<file path="src/sv/lsmm_pkg.sv">
// Package of the line-suffix multi-pattern matcher: request codes, line-end
// byte codes and the structs that travel between the top level and the slot rows.
// No dependencies.
`default_nettype none

package lsmm_pkg;

  // Request codes of an input beat.
  localparam logic [1:0] REQ_STREAM = 2'd0;
  localparam logic [1:0] REQ_PAT    = 2'd1;
  localparam logic [1:0] REQ_LEN    = 2'd2;
  localparam logic [1:0] REQ_CLEAR  = 2'd3;

  // Bytes that end a line.
  localparam logic [7:0] CH_NUL = 8'h00;
  localparam logic [7:0] CH_LF  = 8'h0A;
  localparam logic [7:0] CH_CR  = 8'h0D;

  // Broadcast to every match cell: advance on a byte, or drop all partial matches.
  typedef struct packed {
    logic       adv;
    logic       clr;
    logic [7:0] data;
  } lsmm_step_t;

  // An accepted load beat, broadcast to every slot row.
  typedef struct packed {
    logic       en;
    logic [1:0] req;
    logic [7:0] value;
    logic [4:0] byte_pos;
  } lsmm_load_t;

  // Which slot rows a load beat addresses.
  typedef struct packed {
    logic set_hit;
    logic slot_hit;
  } lsmm_sel_t;

endpackage

`default_nettype wire

</file>
<file path="src/sv/line_suffix_multi_pattern_matcher_unit.sv">
// A result beat is registered and appears in the cycle after its input beat is accepted.
// Throughput: one beat per cycle, loads and stream bytes alike, while the output is taken
// and no rebuild runs. After pattern bytes are written, the next stream byte waits while
// the window chain rotates once to rebuild the match flags of every slot row.
// Reset: rst_ni clears the match flags, lengths, valid flags, line count and handshake
// state at once; pattern bytes stay undefined until written.
`default_nettype none

module line_suffix_multi_pattern_matcher_unit import lsmm_pkg::*; #(
  parameter int PAT_LEN  = 32,
  parameter int NUM_ALTS = 4
) (
  input  wire logic       clk_i,
  input  wire logic       rst_ni,
  input  wire logic       in_valid_i,
  output logic            in_stall_o,
  input  wire logic [1:0] in_req_type_i,
  input  wire logic [7:0] in_value_i,
  input  wire logic       in_pattern_set_i,
  input  wire logic [1:0] in_alt_index_i,
  input  wire logic [4:0] in_byte_pos_i,
  input  wire logic       in_check_halt_i,
  input  wire logic       in_check_wait_i,
  output logic            out_valid_o,
  input  wire logic       out_stall_i,
  output logic            out_halt_hit_o,
  output logic            out_wait_hit_o,
  output logic            out_line_ended_o
);

  // Each slot row keeps, per prefix length, a flag that the line so far ends with
  // that prefix of its pattern. A stream byte advances every flag by one cell along
  // the row, so a slot hits when the flag at its length is set. The window chain is
  // kept only to rebuild those flags after pattern bytes change.

  localparam int SLOTS = 2 * NUM_ALTS;
  localparam int CW    = $clog2(PAT_LEN + 1);
  localparam int RW    = $clog2(PAT_LEN);

  logic             in_acc;
  logic             stream_acc;
  logic             is_end;
  logic             out_block;
  logic             start;
  logic             feed;
  logic             win_shift;
  logic [7:0]       win_in;
  logic [7:0]       win [PAT_LEN];

  logic             busy_q, busy_d;
  logic             dirty_q, dirty_d;
  logic [RW-1:0]    rcnt_q, rcnt_d;
  logic [CW-1:0]    count_q, count_d;

  logic             out_valid_q, out_valid_d;
  logic             halt_q, halt_d;
  logic             wait_q, wait_d;
  logic             ended_q, ended_d;

  lsmm_step_t       step;
  lsmm_load_t       load;
  logic [SLOTS-1:0] hit;
  logic [SLOTS-1:0] valid;
  logic             halt_any;
  logic             wait_any;
  logic             wait_empty;

  // A result beat that is stalled holds the input side back.
  assign out_block  = out_valid_q && out_stall_i;
  assign is_end     = (in_value_i == CH_CR) || (in_value_i == CH_LF) ||
                      (in_value_i == CH_NUL);
  // Stream bytes wait while match flags are stale; load beats keep flowing.
  assign in_stall_o = busy_q || out_block || (dirty_q && (in_req_type_i == REQ_STREAM));
  assign in_acc     = in_valid_i && !in_stall_o;
  assign stream_acc = in_acc && (in_req_type_i == REQ_STREAM);
  // The rebuild starts whenever no load beat is offered, so a burst of pattern
  // writes costs a single pass.
  assign start      = dirty_q && !busy_q && !(in_valid_i && (in_req_type_i != REQ_STREAM));

  // During the rebuild, window byte 0 leaves the chain and re-enters at the end.
  // Only bytes of the current line are fed to the slot rows.
  assign feed = busy_q &&
                (((CW+1)'(rcnt_q) + (CW+1)'(count_q)) >= (CW+1)'(PAT_LEN));

  always_comb begin
    step = '0;
    if (busy_q) begin
      step.adv  = feed;
      step.data = win[0];
    end else if (start) begin
      step.clr  = 1'b1;
    end else if (stream_acc) begin
      step.clr  = is_end;
      step.adv  = !is_end;
      step.data = in_value_i;
    end
  end

  assign load.en       = in_acc && (in_req_type_i != REQ_STREAM);
  assign load.req      = in_req_type_i;
  assign load.value    = in_value_i;
  assign load.byte_pos = in_byte_pos_i;

  // Window chain: cell k takes the byte of cell k+1; the last cell takes the new byte.
  assign win_shift = busy_q || (stream_acc && !is_end);
  assign win_in    = busy_q ? win[0] : in_value_i;

  for (genvar k = 0; k < PAT_LEN; k++) begin : g_win
    logic [7:0] nxt;
    if (k == PAT_LEN - 1) begin : g_last
      assign nxt = win_in;
    end else begin : g_mid
      assign nxt = win[k+1];
    end
    lsmm_win_cell u_win (
      .clk_i   (clk_i),
      .shift_i (win_shift),
      .byte_i  (nxt),
      .byte_o  (win[k])
    );
  end

  // Slot rows: the halt set first, then the wait set.
  for (genvar s = 0; s < SLOTS; s++) begin : g_slot
    localparam int SET = s / NUM_ALTS;
    localparam int ALT = s % NUM_ALTS;
    lsmm_sel_t sel;
    assign sel.set_hit  = (in_pattern_set_i == 1'(SET));
    assign sel.slot_hit = sel.set_hit && ({1'b0, in_alt_index_i} == 3'(ALT));
    lsmm_slot #(
      .PAT_LEN (PAT_LEN)
    ) u_slot (
      .clk_i   (clk_i),
      .rst_ni  (rst_ni),
      .step_i  (step),
      .load_i  (load),
      .sel_i   (sel),
      .hit_o   (hit[s]),
      .valid_o (valid[s])
    );
  end

  assign halt_any   = |hit[NUM_ALTS-1:0];
  assign wait_any   = |hit[SLOTS-1:NUM_ALTS];
  assign wait_empty = ~|valid[SLOTS-1:NUM_ALTS];

  // Control: rebuild sequencer and line count.
  always_comb begin
    busy_d  = busy_q;
    dirty_d = dirty_q;
    rcnt_d  = rcnt_q;
    count_d = count_q;
    if (busy_q) begin
      rcnt_d = rcnt_q + 1'b1;
      if (rcnt_q == RW'(PAT_LEN - 1)) begin
        busy_d = 1'b0;
      end
    end else if (start) begin
      busy_d  = 1'b1;
      dirty_d = 1'b0;
      rcnt_d  = '0;
    end
    if (load.en && (in_req_type_i == REQ_PAT)) begin
      dirty_d = 1'b1;
    end
    if (stream_acc) begin
      if (is_end) begin
        count_d = '0;
      end else if (count_q < CW'(PAT_LEN)) begin
        count_d = count_q + 1'b1;
      end
    end
  end

  // Output register: load beats give an all-zero result.
  always_comb begin
    out_valid_d = out_valid_q;
    halt_d      = halt_q;
    wait_d      = wait_q;
    ended_d     = ended_q;
    if (in_acc) begin
      out_valid_d = 1'b1;
      halt_d      = stream_acc && in_check_halt_i && halt_any;
      wait_d      = stream_acc && in_check_wait_i &&
                    !(in_check_halt_i && halt_any) && (wait_any || wait_empty);
      ended_d     = stream_acc && is_end;
    end else if (!out_stall_i) begin
      out_valid_d = 1'b0;
    end
  end

  always_ff @(posedge clk_i or negedge rst_ni) begin
    if (!rst_ni) begin
      busy_q      <= 1'b0;
      dirty_q     <= 1'b0;
      rcnt_q      <= '0;
      count_q     <= '0;
      out_valid_q <= 1'b0;
    end else begin
      busy_q      <= busy_d;
      dirty_q     <= dirty_d;
      rcnt_q      <= rcnt_d;
      count_q     <= count_d;
      out_valid_q <= out_valid_d;
    end
  end

  always_ff @(posedge clk_i) begin
    halt_q  <= halt_d;
    wait_q  <= wait_d;
    ended_q <= ended_d;
  end

  assign out_valid_o      = out_valid_q;
  assign out_halt_hit_o   = halt_q;
  assign out_wait_hit_o   = wait_q;
  assign out_line_ended_o = ended_q;

endmodule

`default_nettype wire

</file>
<file path="src/sv/lsmm_win_cell.sv">
// One byte cell of the line window shift chain.
// Depends on nothing; chained by the top level.
`default_nettype none

module lsmm_win_cell (
  input  wire logic       clk_i,
  input  wire logic       shift_i,
  input  wire logic [7:0] byte_i,
  output logic      [7:0] byte_o
);

  logic [7:0] byte_q;

  // The window content is only read inside the current line, so it needs no reset.
  always_ff @(posedge clk_i) begin
    if (shift_i) begin
      byte_q <= byte_i;
    end
  end

  assign byte_o = byte_q;

endmodule

`default_nettype wire

</file>
<file path="src/sv/lsmm_match_cell.sv">
// One match cell: holds pattern byte i of a slot and the flag that a prefix
// of length i+1 ends at the newest byte. Depends on lsmm_pkg.
`default_nettype none

module lsmm_match_cell import lsmm_pkg::*; (
  input  wire logic       clk_i,
  input  wire logic       rst_ni,
  input  wire lsmm_step_t step_i,
  input  wire logic       pat_we_i,
  input  wire logic [7:0] pat_i,
  input  wire logic       prev_i,
  output logic            match_o,
  output logic            match_next_o
);

  logic [7:0] pat_q;
  logic       match_q;
  logic       match_d;

  always_comb begin
    match_d = match_q;
    if (step_i.clr) begin
      match_d = 1'b0;
    end else if (step_i.adv) begin
      match_d = prev_i & (pat_q == step_i.data);
    end
  end

  always_ff @(posedge clk_i) begin
    if (pat_we_i) begin
      pat_q <= pat_i;
    end
  end

  always_ff @(posedge clk_i or negedge rst_ni) begin
    if (!rst_ni) begin
      match_q <= 1'b0;
    end else begin
      match_q <= match_d;
    end
  end

  assign match_o      = match_q;
  assign match_next_o = match_d;

endmodule

`default_nettype wire

</file>
<file path="src/sv/lsmm_slot.sv">
// One alternative slot: a row of match cells plus the slot's length and valid
// flag. Depends on lsmm_pkg and lsmm_match_cell.
`default_nettype none

module lsmm_slot import lsmm_pkg::*; #(
  parameter int PAT_LEN = 32
) (
  input  wire logic       clk_i,
  input  wire logic       rst_ni,
  input  wire lsmm_step_t step_i,
  input  wire lsmm_load_t load_i,
  input  wire lsmm_sel_t  sel_i,
  output logic            hit_o,
  output logic            valid_o
);

  localparam int LW = $clog2(PAT_LEN + 1);
  localparam int PW = ($clog2(PAT_LEN) > 5) ? $clog2(PAT_LEN) : 5;

  logic [PAT_LEN-1:0] match_q;
  logic [PAT_LEN-1:0] match_d;
  logic [PAT_LEN:0]   prefix_ok;
  logic [LW-1:0]      len_q;
  logic [LW-1:0]      len_d;
  logic               valid_q;
  logic               valid_d;
  logic               len_we;
  logic               set_clr;

  for (genvar i = 0; i < PAT_LEN; i++) begin : g_cell
    logic prev;
    logic we;
    if (i == 0) begin : g_first
      assign prev = 1'b1;
    end else begin : g_next
      assign prev = match_q[i-1];
    end
    assign we = load_i.en && sel_i.slot_hit && (load_i.req == REQ_PAT) &&
                (PW'(load_i.byte_pos) == PW'(i));
    lsmm_match_cell u_cell (
      .clk_i        (clk_i),
      .rst_ni       (rst_ni),
      .step_i       (step_i),
      .pat_we_i     (we),
      .pat_i        (load_i.value),
      .prev_i       (prev),
      .match_o      (match_q[i]),
      .match_next_o (match_d[i])
    );
  end

  assign len_we  = load_i.en && sel_i.slot_hit && (load_i.req == REQ_LEN);
  assign set_clr = load_i.en && sel_i.set_hit && (load_i.req == REQ_CLEAR);

  always_comb begin
    len_d   = len_q;
    valid_d = valid_q;
    if (len_we) begin
      len_d   = (load_i.value > 8'(PAT_LEN)) ? LW'(PAT_LEN) : load_i.value[LW-1:0];
      valid_d = 1'b1;
    end else if (set_clr) begin
      len_d   = '0;
      valid_d = 1'b0;
    end
  end

  always_ff @(posedge clk_i or negedge rst_ni) begin
    if (!rst_ni) begin
      len_q   <= '0;
      valid_q <= 1'b0;
    end else begin
      len_q   <= len_d;
      valid_q <= valid_d;
    end
  end

  // Bit j says a prefix of length j ends at the newest byte; the empty prefix always does.
  assign prefix_ok = {match_d, 1'b1};
  assign hit_o     = valid_q && prefix_ok[len_q];
  assign valid_o   = valid_q;

endmodule

`default_nettype wire

</file>
<file path="config.mk">
export PLATFORM = sky130hd
export DESIGN_NAME = line_suffix_multi_pattern_matcher_unit
export DESIGN_NICKNAME = d
export VERILOG_FILES = /design/src/sv/lsmm_pkg.sv /design/src/sv/line_suffix_multi_pattern_matcher_unit.sv /design/src/sv/lsmm_win_cell.sv /design/src/sv/lsmm_match_cell.sv /design/src/sv/lsmm_slot.sv
export SDC_FILE = /design/constraint.sdc
export NUM_CORES = 2
export LEC_CHECK = 0
export BUFFER_PORTS_ARGS = -buffer_cell sky130_fd_sc_hd__buf_4
export CAP_MARGIN = 30
export CORE_UTILIZATION = 50
export CTS_CLUSTER_DIAMETER = 50
export CTS_CLUSTER_SIZE = 28
export DETAILED_ROUTE_END_ITERATION = 8
export GPL_TIMING_DRIVEN = 0
export PLACE_DENSITY = 0.62
export SYNTH_ARGS = -nofsm -noshare
export SYNTH_HDL_FRONTEND = slang
export SYNTH_SLANG_ARGS = --single-unit
</file>
<file path="constraint.sdc">
create_clock -name clk_i -period 12.5 [get_ports clk_i]
set_input_delay 2.5 -clock clk_i [delete_from_list [all_inputs] [get_ports clk_i]]
set_output_delay 2.5 -clock clk_i [all_outputs]
set_load 0.1 [all_outputs]
</file>
==> PnR_summary.wiki <==
{| class="wikitable"
! Metric !! Value
|-
| # DRC || 0
|-
| Num Clock Sinks || roughly 2600
|-
| Status || completed
|-
| Number of gates resized after cts || 0
|-
| Worst Hold Path EP || g_win[25].u_win.byte_o[3]
|-
| Critical path data required time || around 13 ns
|-
| Total power of the final layout || ~0.03 W
|-
| Largest cells by area after synthesis || sky130_fd_sc_hd__edfxtp_1, sky130_fd_sc_hd__xor2_1, sky130_fd_sc_hd__dfrtp_1
|-
| Number of buffers inserted for hold repair after clock tree synthesis || 0
|-
| Maximum net fanout on the critical path || 95
|-
| Post-DRT Antenna Nets || 0
|-
| Clock tree root driver cell || sky130_fd_sc_hd__clkbuf_16
|-
| Wire length of the first global-routing pass || 622000 um
|-
| Min-delay worst type || register to register
|-
| Share of final-layout standard cells stronger than drive strength 1 || between 10 and 15%
|-
| Synthesized area per cell || approximately 15 um2
|-
| Reg-to-reg setup timing slack || about 4.3 ns
|-
| Ys flop type || sky130_fd_sc_hd__edfxtp_1
|-
| Portion of the post-synthesis area used by sequential elements || between 60% and 70%
|-
| Unrepaired setup endpoints after global routing || no
|-
| CTS Buf Count || roughly 290
|-
| Synth async-reset ratio || roughly 12%
|-
| Cell type contributing the most total cell area after synthesis || sky130_fd_sc_hd__edfxtp_1
|-
| H-tree levels || 5
|-
| Final core utilization || roughly 58%
|-
| Total routing resource utilization after global routing || approximately 43%
|-
| Yosys cell types || 91
|-
| Die Span X || 472 um
|-
| Endpoint type of the worst setup path || register
|-
| Total of fill cells in the finished design || about 17000
|-
| CTS tree || built
|-
| Worst clock skew || between 0.05 and 0.06 ns
|-
| Number of port buffers || 25
|-
| Hold wc startpoint || g_win[26].u_win.byte_o[3]
|-
| Floorplan die area || approximately 0.22 mm2
|-
| Synthesis Warnings || 0
|-
| Area fraction of the dominant cell type after synthesis || 62.6%
|-
| Via/cell ratio || between 6 and 7
|-
| Netlist Area Pre-Place || 0.111 mm2
|-
| #FFs+latches synth || around 2600
|-
| Synth cell count leaders || sky130_fd_sc_hd__edfxtp_1, sky130_fd_sc_hd__xor2_1, sky130_fd_sc_hd__xnor2_1
|-
| Worst reg2reg path endpoint || out_wait_hit_o
|-
| Via total after detailed routing || around 73000
|-
| Final worst hold slack || just over 0.4 ns
|-
| Count of buffers added by post-CTS timing repair for setup || 0
|-
| Core area || 0.220 mm2
|-
| Number of antenna violations at the first check in global routing || 60
|-
| Top-count cell post-synth || sky130_fd_sc_hd__edfxtp_1
|-
| Net total in the final layout || around 8000
|-
| Average wire length per cell after detail routing || 42.9 um
|-
| Worst-Margin Slew || ~1.2 ns
|-
| Hold path depth || 0
|-
| Area added between synthesis and finish || 14.6%
|-
| IO Count || 29
|-
| P per Cell Area || between 200 and 250 mW/mm2
|-
| Number of max-capacitance violations reported || 0
|-
| Buffer levels on the longest clock path || 4
|-
| Final Critical Period || between 10 and 15 ns
|-
| Vert. Die Dim || 472 um
|-
| Clock slew at the register clock pins of the worst setup and hold paths || roughly 0.070 ns
|-
| Final setup violation count || 0
|-
| CP arrival || about 12 ns
|-
| Global-route congestion overflow total || 0
|-
| Cell leakage power || between 40 and 50 nW
|-
| Iteration-0 DRC count of the detailed router || between 10000 and 15000
|-
| Number of synthesized flops with an enable pin || 2307
|-
| Post-synthesis instance total || about 7500
|-
| RD Place Congestion || 1.04
|-
| Critical path start-end classification || primary input to register
|-
| Effective utilization at floorplan || 50.4%
|-
| Number of cells on the worst reg-to-reg path || 16
|-
| Clock network latency to the later pin of the worst-skew pair || approximately 0.96 ns
|-
| Source of the worst register-to-register timing path || busy_q
|-
| Half-perimeter wire length of the detailed placement result || between 300000 and 400000 um
|-
| Highest achievable clock rate || just over 90 MHz
|-
| Final critical-path share of the clock period || 86.4%
|-
| Maximum number of pins on one net before global-route repair || about 130
|-
| Number of max-slew violations in the final report || 0
|-
| Length of the first detailed-routing pass in iterations || 6
|-
| Net count of the mapped netlist || 7530
|-
| Rel. slew slack || 18.6%
|-
| Number of global-route vias before repair || roughly 66000
|-
| Aggregate routed wire length || 479000 um
|-
| Kind of launch point of the worst setup path || primary input
|-
| Worst-case vdd ir drop || roughly 0.00019 V
|-
| Placement row count || 172
|-
| Hold violation count in the final report || 0
|}
cells by family after synthesis:
logic type	count (synthesis)	synth area share (%)
XOR/XNOR	2043	16.2
AND/OR/NAND/NOR	1800	8.09
flip-flops	2633	70.0
buffers and inverters	417	1.93
adder cells (fa/ha/maj)	9	0.109
multiplexers	44	0.496
AO/OA/AOI/OAI	551	3.22
cell usage in the layout, fill, tap and decap left out, types with 24 or more instances in the layout:
cell	synthesis	routed
sky130_fd_sc_hd__or4_1	31	31
sky130_fd_sc_hd__buf_16	0	43
sky130_fd_sc_hd__and2_1	38	38
sky130_fd_sc_hd__a21oi_1	121	121
sky130_fd_sc_hd__nand3_1	294	294
sky130_fd_sc_hd__inv_8	0	26
sky130_fd_sc_hd__o21ai_0	194	190
sky130_fd_sc_hd__mux2i_1	29	29
sky130_fd_sc_hd__xor2_1	1130	1130
sky130_fd_sc_hd__nor3_1	88	87
sky130_fd_sc_hd__nand2_1	417	398
sky130_fd_sc_hd__clkbuf_16	0	295
sky130_fd_sc_hd__diode_2	0	39
sky130_fd_sc_hd__nand4_1	256	256
sky130_fd_sc_hd__buf_2	168	195
sky130_fd_sc_hd__buf_4	88	119
sky130_fd_sc_hd__clkbuf_1	100	98
sky130_fd_sc_hd__dfrtp_1	326	326
sky130_fd_sc_hd__inv_1	26	26
sky130_fd_sc_hd__inv_6	0	32
sky130_fd_sc_hd__edfxtp_1	2307	2307
sky130_fd_sc_hd__clkinv_4	0	25
sky130_fd_sc_hd__clkinv_8	0	24
sky130_fd_sc_hd__xnor2_1	913	913
sky130_fd_sc_hd__buf_8	0	41
sky130_fd_sc_hd__nor4_1	227	220
sky130_fd_sc_hd__nor2_1	364	364
final cells by class:
class / count / area (um2) / area share (%)
well taps: 2958 / 3700 / 2.92
plain buffers: 386 / 2070 / 1.63
clock buffers: 322 / 7550 / 5.96
inverters: 31 / 116 / 0.0918
diodes: 39 / 97.6 / 0.0770
multi-input cells: 4447 / 31200 / 24.6
repair buffers: 150 / 2390 / 1.89
clock inverters: 189 / 2240 / 1.77
flip-flops and latches: 2633 / 77400 / 61.1
worst max-delay path, stage by stage:
cell	delay, ns
sky130_fd_sc_hd__buf_8	0.52
sky130_fd_sc_hd__buf_16	0.50
sky130_fd_sc_hd__buf_2	0.44
sky130_fd_sc_hd__nor4bb_2	0.13
sky130_fd_sc_hd__o31ai_2	0.63
sky130_fd_sc_hd__a21oi_2	0.28
sky130_fd_sc_hd__nor2_2	0.89
sky130_fd_sc_hd__buf_2	0.67
sky130_fd_sc_hd__buf_2	0.72
sky130_fd_sc_hd__buf_2	0.91
sky130_fd_sc_hd__nand3_1	0.55
sky130_fd_sc_hd__o211ai_1	0.38
sky130_fd_sc_hd__o221ai_1	0.43
sky130_fd_sc_hd__o211ai_1	0.37
sky130_fd_sc_hd__o311a_1	0.27
sky130_fd_sc_hd__nor2_1	0.06
sky130_fd_sc_hd__nand4b_1	0.39
sky130_fd_sc_hd__o311a_1	0.39
through the flow:
| stage | area, um2 | setup TNS, ns | instances | worst slack [ns] |
|---|---|---|---|---|
| global route | 127000 | 0 | 11121 | 2.40 |
| global placement | 115000 | -206.53 | 10480 | -5.30 |
| floorplan | 111000 | 0 | 7497 | 3.63 |
| detailed placement | 117000 | 0 | 10597 | 1.59 |
| CTS | 127000 | 0 | 11108 | 2.57 |
| finish | 127000 | 0 | 11155 | 1.70 |
power breakdown:
group	switching [W]	internal (W)
clock network	0.00393	0.00497
registers	0.000190	0.0103
logic	0.00828	0.00270
total	0.0124	0.0179
routing by layer:
layer  global-route usage [%]  routed length [um]  up-vias
met5                        0                 138        -
li1                         -                   -    28215
met1                     56.7              178000    37577
met2                     58.0              197000     5840
met3                     15.6               68300     1287
met4                     28.4               35600       18
state kept, by name (all words and copies together) (netlist names):
signal                               cells
busy_q                                   1
count_q                                  6
dirty_q                                  1
g_slot.u_slot.g_cell.u_cell.match_o    256
g_slot.u_slot.g_cell.u_cell.pat_q     2048
g_slot.u_slot.len_q                     48
g_slot.u_slot.valid_o                    8
g_win.u_win.byte_o                     256
out_halt_hit_o                           1
out_line_ended_o                         1
out_valid_o                              1
out_wait_hit_o                           1
rcnt_q                                   5
worst max-delay path by stage:
| stage | from | endpoint | slack (ns) | cells past startpoint |
|---|---|---|---|---|
| CTS | in_value_i[0] | out_wait_hit_o | 2.57 | 18 |
| global placement | in_value_i[0] | out_wait_hit_o | -5.30 | 16 |
| finish | in_value_i[0] | out_wait_hit_o | 1.70 | 18 |
| floorplan | in_value_i[0] | out_wait_hit_o | 3.63 | 15 |
| detailed placement | in_value_i[0] | out_wait_hit_o | 1.59 | 18 |
| global route | in_value_i[0] | out_wait_hit_o | 2.40 | 19 |
Note: power is estimated with default switching activity, not from simulation.
